===== src/hw/rtl/bpkt_pkg.sv =====
// Package for the bounded priority key table.
// Holds sizes, operation and status codes, and the entry and RAM write types.
// No dependencies.
`default_nettype none
package bpkt_pkg;

  localparam int CAPACITY      = 16;
  localparam int KEY_BITS      = 64;
  localparam int PRIORITY_BITS = 32;
  localparam int IDX_W         = (CAPACITY > 1) ? $clog2(CAPACITY) : 1;
  localparam int CNT_W         = $clog2(CAPACITY + 1);
  localparam int CFG_W         = 5;

  localparam logic [1:0] KIND_ADD    = 2'd0;
  localparam logic [1:0] KIND_REMOVE = 2'd1;

  localparam logic [2:0] ST_ADDED     = 3'd0;
  localparam logic [2:0] ST_REDUNDANT = 3'd1;
  localparam logic [2:0] ST_REJECTED  = 3'd2;
  localparam logic [2:0] ST_REMOVED   = 3'd3;
  localparam logic [2:0] ST_NOT_FOUND = 3'd4;
  localparam logic [2:0] ST_PRESENT   = 3'd5;
  localparam logic [2:0] ST_ABSENT    = 3'd6;

  typedef logic [IDX_W-1:0] idx_t;
  typedef logic [CNT_W-1:0] cnt_t;

  typedef struct packed {
    logic [KEY_BITS-1:0]      key;
    logic [PRIORITY_BITS-1:0] prio;
  } entry_t;

  typedef struct packed {
    logic   en;
    idx_t   addr;
    entry_t data;
  } ram_wr_t;

endpackage
`default_nettype wire


===== src/hw/rtl/bpkt_req_if.sv =====
// Request channel of the bounded priority key table.
// Depends on bpkt_pkg.
`default_nettype none
interface bpkt_req_if;
  import bpkt_pkg::*;

  logic                     valid;
  logic                     ready;
  logic [1:0]               kind;
  logic [KEY_BITS-1:0]      key;
  logic [PRIORITY_BITS-1:0] priority_req;

  modport source (output valid, kind, key, priority_req, input ready);
  modport sink (input valid, kind, key, priority_req, output ready);
endinterface
`default_nettype wire


===== src/hw/rtl/bpkt_rsp_if.sv =====
// Response channel of the bounded priority key table.
// Depends on bpkt_pkg.
`default_nettype none
interface bpkt_rsp_if;
  import bpkt_pkg::*;

  logic             valid;
  logic             ready;
  logic [2:0]       status;
  logic [CNT_W-1:0] entry_count;

  modport source (output valid, status, entry_count, input ready);
  modport sink (input valid, status, entry_count, output ready);
endinterface
`default_nettype wire


===== src/hw/rtl/bpkt_cfg_if.sv =====
// Configuration write channel carrying the entry limit.
// Depends on bpkt_pkg.
`default_nettype none
interface bpkt_cfg_if;
  import bpkt_pkg::*;

  logic             valid;
  logic             ready;
  logic [CFG_W-1:0] max_entries;

  modport source (output valid, max_entries, input ready);
  modport sink (input valid, max_entries, output ready);
endinterface
`default_nettype wire


===== src/hw/rtl/bpkt_ram.sv =====
// Entry storage: one write port and one read port with registered read data.
// Depends on bpkt_pkg.
`default_nettype none
module bpkt_ram (
  input  wire logic             clk,
  input  wire bpkt_pkg::ram_wr_t wr,
  input  wire bpkt_pkg::idx_t    rd_addr,
  output bpkt_pkg::entry_t       rd_data
);
  import bpkt_pkg::*;

  entry_t mem [CAPACITY];

  always_ff @(posedge clk) begin
    if (wr.en) begin
      mem[wr.addr] <= wr.data;
    end
    rd_data <= mem[rd_addr];
  end
endmodule
`default_nettype wire


===== src/hw/rtl/bounded_priority_key_table.sv =====
// Bounded priority key table: a sequencer around one entry RAM.
// Depends on bpkt_pkg, the three channel interfaces and bpkt_ram.
//
// The req channel carries add, remove and query operations. Each accepted
// request gives exactly one transfer on rsp with a status and the entry count.
// The cfg channel writes the entry limit; it is always ready, and a write is
// ignored while the table holds any key. Values above the capacity are clamped.
// One request is worked at a time. The entry RAM is scanned one entry per
// cycle, then comes a decision step, then the shift that opens or closes a
// gap moves one entry per cycle, then the response register is loaded. The
// next request is taken the cycle after that load. The registered RAM read
// port paces the scan and the shift. Reset empties the table and sets the
// limit to the capacity; no RAM clearing is needed since only entries below
// the count are read. A stalled response holds its register; the block then
// finishes the next request up to the response load and waits there.
`default_nettype none
module bounded_priority_key_table (
  input wire logic clk,
  input wire logic rst,
  bpkt_req_if.sink   req,
  bpkt_rsp_if.source rsp,
  bpkt_cfg_if.sink   cfg
);
  import bpkt_pkg::*;

  typedef enum logic [2:0] {S_IDLE, S_SCAN, S_DECIDE, S_SHIFT, S_FIN} state_t;

  state_t                   state;
  logic [1:0]               kind_r;
  logic [KEY_BITS-1:0]      key_r;
  logic [PRIORITY_BITS-1:0] prio_r;
  cnt_t                     count;
  cnt_t                     limit;
  cnt_t                     ptr;
  cnt_t                     rem;
  logic                     pend;
  idx_t                     pend_idx;
  logic                     found;
  idx_t                     at;
  logic                     pos_found;
  idx_t                     pos;
  logic [PRIORITY_BITS-1:0] last_prio;
  logic                     up;
  logic                     ins;
  idx_t                     ins_pos;
  logic [2:0]               status_r;
  logic                     rsp_valid;
  logic [2:0]               rsp_status;
  cnt_t                     rsp_count;

  ram_wr_t wr;
  entry_t  rd_data;
  cnt_t    keep_count;

  bpkt_ram u_ram (
    .clk     (clk),
    .wr      (wr),
    .rd_addr (ptr[IDX_W-1:0]),
    .rd_data (rd_data)
  );

  assign req.ready       = (state == S_IDLE);
  assign cfg.ready       = 1'b1;
  assign rsp.valid       = rsp_valid;
  assign rsp.status      = rsp_status;
  assign rsp.entry_count = rsp_count;

  assign keep_count = (count >= limit) ? count - cnt_t'(1) : count;

  always_comb begin
    wr = '0;
    if (state == S_SHIFT) begin
      if (pend) begin
        wr.en   = 1'b1;
        wr.addr = up ? pend_idx + idx_t'(1) : pend_idx - idx_t'(1);
        wr.data = rd_data;
      end else if (rem == '0 && ins) begin
        wr.en        = 1'b1;
        wr.addr      = ins_pos;
        wr.data.key  = key_r;
        wr.data.prio = prio_r;
      end
    end
  end

  always_ff @(posedge clk) begin
    if (rst) begin
      state     <= S_IDLE;
      count     <= '0;
      limit     <= cnt_t'(CAPACITY);
      pend      <= 1'b0;
      rsp_valid <= 1'b0;
    end else begin
      if (cfg.valid && count == '0) begin
        if (int'(cfg.max_entries) > CAPACITY) begin
          limit <= cnt_t'(CAPACITY);
        end else begin
          limit <= cnt_t'(cfg.max_entries);
        end
      end
      if (rsp.ready && state != S_FIN) begin
        rsp_valid <= 1'b0;
      end
      case (state)
        S_IDLE: begin
          if (req.valid) begin
            kind_r    <= req.kind;
            key_r     <= req.key;
            prio_r    <= req.priority_req;
            ptr       <= '0;
            pend      <= 1'b0;
            found     <= 1'b0;
            pos_found <= 1'b0;
            state     <= S_SCAN;
          end
        end
        S_SCAN: begin
          if (pend) begin
            if (rd_data.key == key_r && !found) begin
              found <= 1'b1;
              at    <= pend_idx;
            end
            if (prio_r > rd_data.prio && !pos_found) begin
              pos_found <= 1'b1;
              pos       <= pend_idx;
            end
            last_prio <= rd_data.prio;
          end
          if (ptr < count) begin
            ptr      <= ptr + cnt_t'(1);
            pend     <= 1'b1;
            pend_idx <= ptr[IDX_W-1:0];
          end else begin
            pend <= 1'b0;
            if (!pend) begin
              state <= S_DECIDE;
            end
          end
        end
        S_DECIDE: begin
          pend <= 1'b0;
          case (kind_r)
            KIND_ADD: begin
              if (found) begin
                status_r <= ST_REDUNDANT;
                state    <= S_FIN;
              end else if (limit == '0) begin
                status_r <= ST_REJECTED;
                state    <= S_FIN;
              end else if (count >= limit && last_prio >= prio_r) begin
                status_r <= ST_REJECTED;
                state    <= S_FIN;
              end else begin
                status_r <= ST_ADDED;
                ins      <= 1'b1;
                up       <= 1'b1;
                ins_pos  <= pos_found ? pos : keep_count[IDX_W-1:0];
                rem      <= keep_count - (pos_found ? cnt_t'(pos) : keep_count);
                ptr      <= keep_count - cnt_t'(1);
                count    <= keep_count + cnt_t'(1);
                state    <= S_SHIFT;
              end
            end
            KIND_REMOVE: begin
              if (!found) begin
                status_r <= ST_NOT_FOUND;
                state    <= S_FIN;
              end else begin
                status_r <= ST_REMOVED;
                ins      <= 1'b0;
                up       <= 1'b0;
                rem      <= count - cnt_t'(1) - cnt_t'(at);
                ptr      <= cnt_t'(at) + cnt_t'(1);
                count    <= count - cnt_t'(1);
                state    <= S_SHIFT;
              end
            end
            default: begin
              status_r <= found ? ST_PRESENT : ST_ABSENT;
              state    <= S_FIN;
            end
          endcase
        end
        S_SHIFT: begin
          if (rem != '0) begin
            ptr      <= up ? ptr - cnt_t'(1) : ptr + cnt_t'(1);
            rem      <= rem - cnt_t'(1);
            pend     <= 1'b1;
            pend_idx <= ptr[IDX_W-1:0];
          end else begin
            pend <= 1'b0;
            if (!pend) begin
              state <= S_FIN;
            end
          end
        end
        S_FIN: begin
          if (!rsp_valid || rsp.ready) begin
            rsp_valid  <= 1'b1;
            rsp_status <= status_r;
            rsp_count  <= count;
            state      <= S_IDLE;
          end
        end
        default: begin
          state <= S_IDLE;
        end
      endcase
    end
  end
endmodule
`default_nettype wire


===== src/flat_wrapper.sv =====
// flat-port wrapper written by rule: the top's interface ports become plain ports
module bounded_priority_key_table_flat import bpkt_pkg::*;
  (clk, rst, req_valid, req_kind, req_key, req_priority_req, req_ready, rsp_valid, rsp_status, rsp_entry_count, rsp_ready, cfg_valid, cfg_max_entries, cfg_ready);
  bpkt_req_if req_i ();
  bpkt_rsp_if rsp_i ();
  bpkt_cfg_if cfg_i ();
  input wire logic clk;
  input wire logic rst;
  input wire logic [$bits(req_i.valid)-1:0] req_valid;
  input wire logic [$bits(req_i.kind)-1:0] req_kind;
  input wire logic [$bits(req_i.key)-1:0] req_key;
  input wire logic [$bits(req_i.priority_req)-1:0] req_priority_req;
  output wire logic [$bits(req_i.ready)-1:0] req_ready;
  output wire logic [$bits(rsp_i.valid)-1:0] rsp_valid;
  output wire logic [$bits(rsp_i.status)-1:0] rsp_status;
  output wire logic [$bits(rsp_i.entry_count)-1:0] rsp_entry_count;
  input wire logic [$bits(rsp_i.ready)-1:0] rsp_ready;
  input wire logic [$bits(cfg_i.valid)-1:0] cfg_valid;
  input wire logic [$bits(cfg_i.max_entries)-1:0] cfg_max_entries;
  output wire logic [$bits(cfg_i.ready)-1:0] cfg_ready;
  assign req_i.valid = req_valid;
  assign req_i.kind = req_kind;
  assign req_i.key = req_key;
  assign req_i.priority_req = req_priority_req;
  assign req_ready = req_i.ready;
  assign rsp_valid = rsp_i.valid;
  assign rsp_status = rsp_i.status;
  assign rsp_entry_count = rsp_i.entry_count;
  assign rsp_i.ready = rsp_ready;
  assign cfg_i.valid = cfg_valid;
  assign cfg_i.max_entries = cfg_max_entries;
  assign cfg_ready = cfg_i.ready;
  bounded_priority_key_table u_core (.clk(clk), .rst(rst), .req(req_i), .rsp(rsp_i), .cfg(cfg_i));
endmodule

===== config.mk =====
export PLATFORM = sky130hd
export DESIGN_NAME = bounded_priority_key_table_flat
export DESIGN_NICKNAME = d
export VERILOG_FILES = /design/src/hw/rtl/bpkt_pkg.sv /design/src/hw/rtl/bpkt_req_if.sv /design/src/hw/rtl/bpkt_rsp_if.sv /design/src/hw/rtl/bpkt_cfg_if.sv /design/src/hw/rtl/bpkt_ram.sv /design/src/hw/rtl/bounded_priority_key_table.sv /design/src/flat_wrapper.sv
export SDC_FILE = /design/constraint.sdc
export NUM_CORES = 2
export LEC_CHECK = 0
export BUFFER_PORTS_ARGS = -buffer_cell sky130_fd_sc_hd__buf_2
export CAP_MARGIN = 15
export CORE_UTILIZATION = 60
export DETAILED_ROUTE_END_ITERATION = 6
export PLACE_DENSITY_LB_ADDON = 0.3
export SYNTH_ARGS = -nofsm -noshare
export SYNTH_HDL_FRONTEND = slang
export SYNTH_SLANG_ARGS = --single-unit

===== constraint.sdc =====
create_clock -name clk -period 7.5 [get_ports clk]
set_clock_uncertainty 0.15 [all_clocks]
set_input_delay 1.125 -clock clk [delete_from_list [all_inputs] [get_ports clk]]
set_output_delay 1.125 -clock clk [all_outputs]
set_load 0.01 [all_outputs]

# After elaboration in Yosys (flattened, before gate mapping)
# Memories as Yosys holds them, arrays and structs flattened. A register that Yosys moved wholly into a read port is not among the register bits.
# Index checks and enable logic that the tools add are counted.
# word_totals
regBits,185
latch_bits,0
ram_bits,1536
romBits,0
input_bits,108
output_inout_bits,11
wordCells,176
memories,1
# classes
addsub,11
multipliers,0
div,0
magnitude_cmp,5
n_eq_ne,27
n_shift,0
muxes,70
bitwise_logic,4
reduce_logical,37
# memory_table
memory,words,word_bits,read_ports,rd_ports_with_merged_regs,wr,line,rtl
u_core.u_ram.mem,16,96,1,1,1,bpkt_ram.sv:12,entry_t mem [CAPACITY];
# ops
operator,n
two-way mux 101 bit,3
two-way mux 5 bit,20
== test 64 bit,1
case mux 5 bit (2 select lines),4
two-way mux 3 bit,12
>= comparator 32 bit,1
> comparator 32 bit,1
case mux 5 bit (4 select lines),1
"subtractor 5 x 1 -> 5 bit, second input constant",4
"!= test 2 bit, second input constant",9
AND reduction 6 bit,3
two-way mux 1 bit,16
two-way mux 4 bit,4
logical NOT 5 bit,3
case mux 3 bit (5 select lines),1
"!= test 2 x 1 -> 1 bit, second input constant",6
"!= test 3 bit, second input constant",4
case mux 3 bit (2 select lines),2
AND reduction 4 bit,3
"adder 5 x 1 -> 5 bit, second input constant",2
AND reduction 10 bit,1
AND reduction 5 bit,2
AND reduction 3 bit,3
case mux 4 bit (2 select lines),1
other kinds (28),47

# Logic depth before layout (Yosys ltp)
# depth
word_depth,9
ltp_mapped,16
ltp_nobuf,16

# Modules after synthesis
# A second synthesis with hierarchy kept.
# unflattened
cells_unflattened,3447
hier_area_um2,70322.4
# by_module_without_submodules
module,n_inst,cells_per_inst,area_per_inst_um2,seq_area_each_um2
bpkt_ram,1,2460,59355.7,48046.1
bounded_priority_key_table,1,987,10966.8,5405.2

# Least setup slack after synthesis
# OpenSTA, ideal clock, no wires.
# synth_path
path_kind,flip-flop to flip-flop
from,register u_core.rem[0]
to,memory u_core.u_ram.mem[7][0] (netlist name) (enable)
setup_ps,552
arrival_time_ps,5997
setup_slack_ps,801
stages_incl_launch_ff,12
path_buffers,1
path_cell_list,edfxtp_1 -> inv_1 -> ha_1 -> or4b_1 -> clkbuf_1 -> nor3_2 -> nand2_1 -> nand2_1 -> a21oi_1 -> nor2_1 -> a31oi_1 -> nor2_1
# synth_between
elab_chain_cells,7
# synth_rtl
element,line,rtl
"start, declared",bounded_priority_key_table.sv:35,cnt_t rem;
"start signal, assigned",bounded_priority_key_table.sv:158,rem <= keep_count - (pos_found ? cnt_t'(pos) : keep_count);
"start signal, assigned",bounded_priority_key_table.sv:172,rem <= count - cnt_t'(1) - cnt_t'(at);
"start signal, assigned",bounded_priority_key_table.sv:187,rem <= rem - cnt_t'(1);
logical NOT 5 bit (*),bounded_priority_key_table.sv:77,end else if (rem == '0 && ins) begin
logical AND 1 bit (*),bounded_priority_key_table.sv:77,
two-way mux 101 bit (*),bounded_priority_key_table.sv:77,
two-way mux 101 bit (*),bounded_priority_key_table.sv:73,if (pend) begin
two-way mux 101 bit (*),bounded_priority_key_table.sv:72,if (state == S_SHIFT) begin
two-way mux 1 bit,bpkt_ram.sv:15,if (wr.en) begin
two-way mux 1 bit (implied by the code),bpkt_ram.sv:16,mem[wr.addr] <= wr.data;
"end, declared",bpkt_ram.sv:12,
# Mark *: on every way between the ends. The rest lies on a longest branch, timed or not.

# Worst setup path after layout
# layout_path
from,register u_core.rem[1]
to,memory u_core.u_ram.mem[5][32] (netlist name) (enable)
# Same word-level chain as after synthesis.

==> results.md <==
- Status: finished, final reports clean
- Slew HR: about 15%
- Leakage Power: 21.3 nW
- Clock transition at the registers of the reported paths: about 0.060 ns
- Hold crit path type: reg -> reg
- Die X: 344 um
- Routability congestion estimate: between 0.8 and 0.9
- Sw Pwr: between 5 and 6 mW
- Crit path DAT: 4.74 ns
- Fmax: between 200 and 250 MHz
- Max Cap Violations: 0
- Via count: approximately 34k
- Drt drc: 0
- Critical path class: reg -> reg
- Final setup TNS: 0 ns
- IO Pins: about 120
- Drt initial violations: 4395
- TritonCTS clock tree: yes
- Tcrit/Tclk final: about three fifths
- Drt pass-1 iters: 6
- CP required: approximately 7.8 ns
- Layout cell share with drive strength beyond 1: 26.4%
- Pwr dens: around 280 nW/um^2
- Row Count: between 100 and 150
- Cell Area, Synth: approximately 70000 um^2
- Ys Warns: 0
- Sinks on the clock net: between 1.5k and 2k
- Placed cell count: 4823
- Port bufs: around 120
- Post-synth ARST share: 0%
- Worst vdd ir: about 0.00029 V
- Final Critical Period: approximately 4.5 ns
- Total track usage: 27.3%
- DRT Wirelength: 159000 um
- Synthesis-stage register bit count: approximately 1.8k
- RSZ-0062 raised after global routing: false
- Final Hold Viols: 0
- Detail-routed net length per standard cell: 30.9 um
- Skew-Pair Late Insertion Delay: 0.80 ns
- Mapped Avg Cell Area: around 22 um^2
- Root Buffer: clkbuf_16
- Count leader, synth: edfxtp_1
- Clk buf depth: 3
- Post-CTS resize count: 0
- Yosys top cell by area: edfxtp_1
- Post-Synthesis Cells: roughly 3.2k
- # diodes: 0
- Routed met1 length: between 60000 and 70000 um
- Number of enable flip-flop cells after synthesis: between 1.5k and 2k
- Antenna violations before repair: 2
- Storage element area: around 53000 um^2
- Largest net degree at the start of global routing: 170
- GR Overflow Total: 0
- Multi-input logic area: 15900 um^2
- Via density: 6.63
- Sequential share of power: a little over 50%
- First-pass GRT wire length: 232000 um
- Worst-margin pin slew: about 1.3 ns
- Critical path startpoint category: flip-flop
- Final non-filler cell total: ~5.2k
- Clock share of power: approximately two fifths
- Top post-synthesis cells by area: edfxtp_1 73%, mux4_2 15%, dfxtp_1 3.2%
- Final net count: approximately 3.7k
- H-tree Lvls: 4
- Synth top area share: around 73%
- Int Power: ~17 mW
- Switching fraction of total power: between 20% and 30%
- Syn Nets: 3444
- Comb pwr share: between 10% and 20%
- Metal3 WL: roughly 15000 um
- HPWL after detailed placement: 81800 um
- Total CTS buffers: roughly 180
- Starting Density: 60.5%
- Worst Setup End Kind: flip-flop
- # fillers: roughly 7.0k
- Register area share after synthesis: roughly three quarters
- Core ar.: ~120000 um^2
- Total die area: roughly 120000 um^2
- Area Growth Syn to Fin: 12.2%
- Number of global-route vias before repair: between 30k and 40k
- Highest Signal Layer: met5
- Postcts setup bufs: 0
- Number of antenna-violating nets in the routed design: 0
- Ys flop type: edfxtp_1
- Final slew viol count: 0
- Commonest cells post-synth: 1706 x edfxtp_1, 480 x mux4_2, 115 x inv_1
- CP Max Fanout: 71
- Hold_buf cts: 0
- Die outline height: approximately 340 um
- Netlist cell types: just under 70
- DR WL met2: slightly below 80000 um
- # setup viols final: 0
state kept, by name, indices dropped and copies added, names as in the netlist, 5 cells and up:
signal / flops
u_core.key_r: 64
u_core.prio_r: 32
u_core.u_ram.rd_data: 96
u_core.limit: 5
u_core.u_ram.mem: 1536
u_core.last_prio: 32
u_core.count: 5
u_core.rsp.entry_count: 5
u_core.rem: 5
u_core.ptr: 5
worst max-delay path, cell delays in order, from the launching register on:
cell and delay (ns):
edfxtp_1 0.41, inv_1 0.08, ha_1 0.18, or4b_1 0.64
nor2_1 0.23, nor2_1 0.09, a211oi_1 0.41, nand2_1 0.36
nor2_4 0.91, buf_12 0.57
through the flow:
step                      hold WS [ns]  power (mW)  setup slack (ns)  util, %  area [um^2]
after floorplan                  0.250        13.2             0.801        -        70200
after global placement           0.252        13.9              3.19     63.0        73100
after CTS                        0.277        22.4              3.03     67.9        78800
after detailed placement         0.257        13.9              3.09     63.0        73200
after global routing             0.288        22.9              2.78     67.9        78800
final                            0.274        22.3              3.02     67.9        78800
layer usage:
| layer | vias to the layer above | global-route usage [%] |
|---|---|---|
| met3 | 261 | 5.09 |
| li1 | 14000 | - |
| met1 | 18000 | 38.6 |
| met4 | 2 | 7.54 |
| met5 | - | 0 |
| met2 | 1949 | 44.4 |
placed cells by master, fill, tap and decap left out, types with 7 or more instances in the layout:
cell and instances:
o21ai_0 61, xor2_1 11, a21oi_1 46, clkbuf_8 8
buf_12 20, mux4_2 480, clkbuf_16 177, bufinv_16 10
dfxtp_1 111, buf_4 63, o21ai_1 8, nor2_4 17
a221oi_1 7, clkinv_1 36, edfxtp_1 1706, nand2_1 89
nand2b_1 11, inv_1 115, a21o_1 17, nor3_1 13
clkbuf_1 52, nor2_1 38, clkinv_2 26, buf_2 118
a22o_1 61, nand4_1 22, o22ai_1 8, nand3_1 16
ha_1 91, xnor2_1 64
area by class of cell:
| class | count | area share [%] |
|---|---|---|
| Multi-Input combinational cell | 1166 | 20.2 |
| Inverter | 116 | 0.553 |
| Clock buffer | 237 | 6.01 |
| Clock inverter | 92 | 1.10 |
| Timing Repair Buffer | 202 | 1.87 |
| Tap cell | 1524 | 2.42 |
| Sequential cell | 1817 | 67.9 |
logic make-up after synthesis:
kind of cell | share of synthesized area [%]
compound gates | 2.57
mux | 15.5
simple gates | 1.68
xor+xnor | 0.998
fa+ha+maj | 1.71
flops | 76.1
other cells | 0.00534
buf+inv | 1.47
path summary, 6_finish.rpt:
check	startpoint	end	slack (ns)	cells after the start
max	u_core.rem[1]	u_core.u_ram.mem[5][32]	3.02	9
min	u_core.status_r[1]	u_core.rsp.status[1]	0.27	0
max reg2reg	u_core.rem[1]	u_core.u_ram.mem[5][32]	3.02	9
min reg2reg	u_core.status_r[1]	u_core.rsp.status[1]	0.27	0
power by group through the flow:
stage               Clock (mW)  Combinational (mW)  Sequential (mW)
finish                    8.57                2.34             11.3
floorplan                    0                1.76             11.5
CTS                       8.67                2.37             11.3
global route              9.05                2.51             11.4
detailed placement           0                2.36             11.6
global placement             0                2.31             11.6
Note: power is estimated with default switching activity, not from simulation.
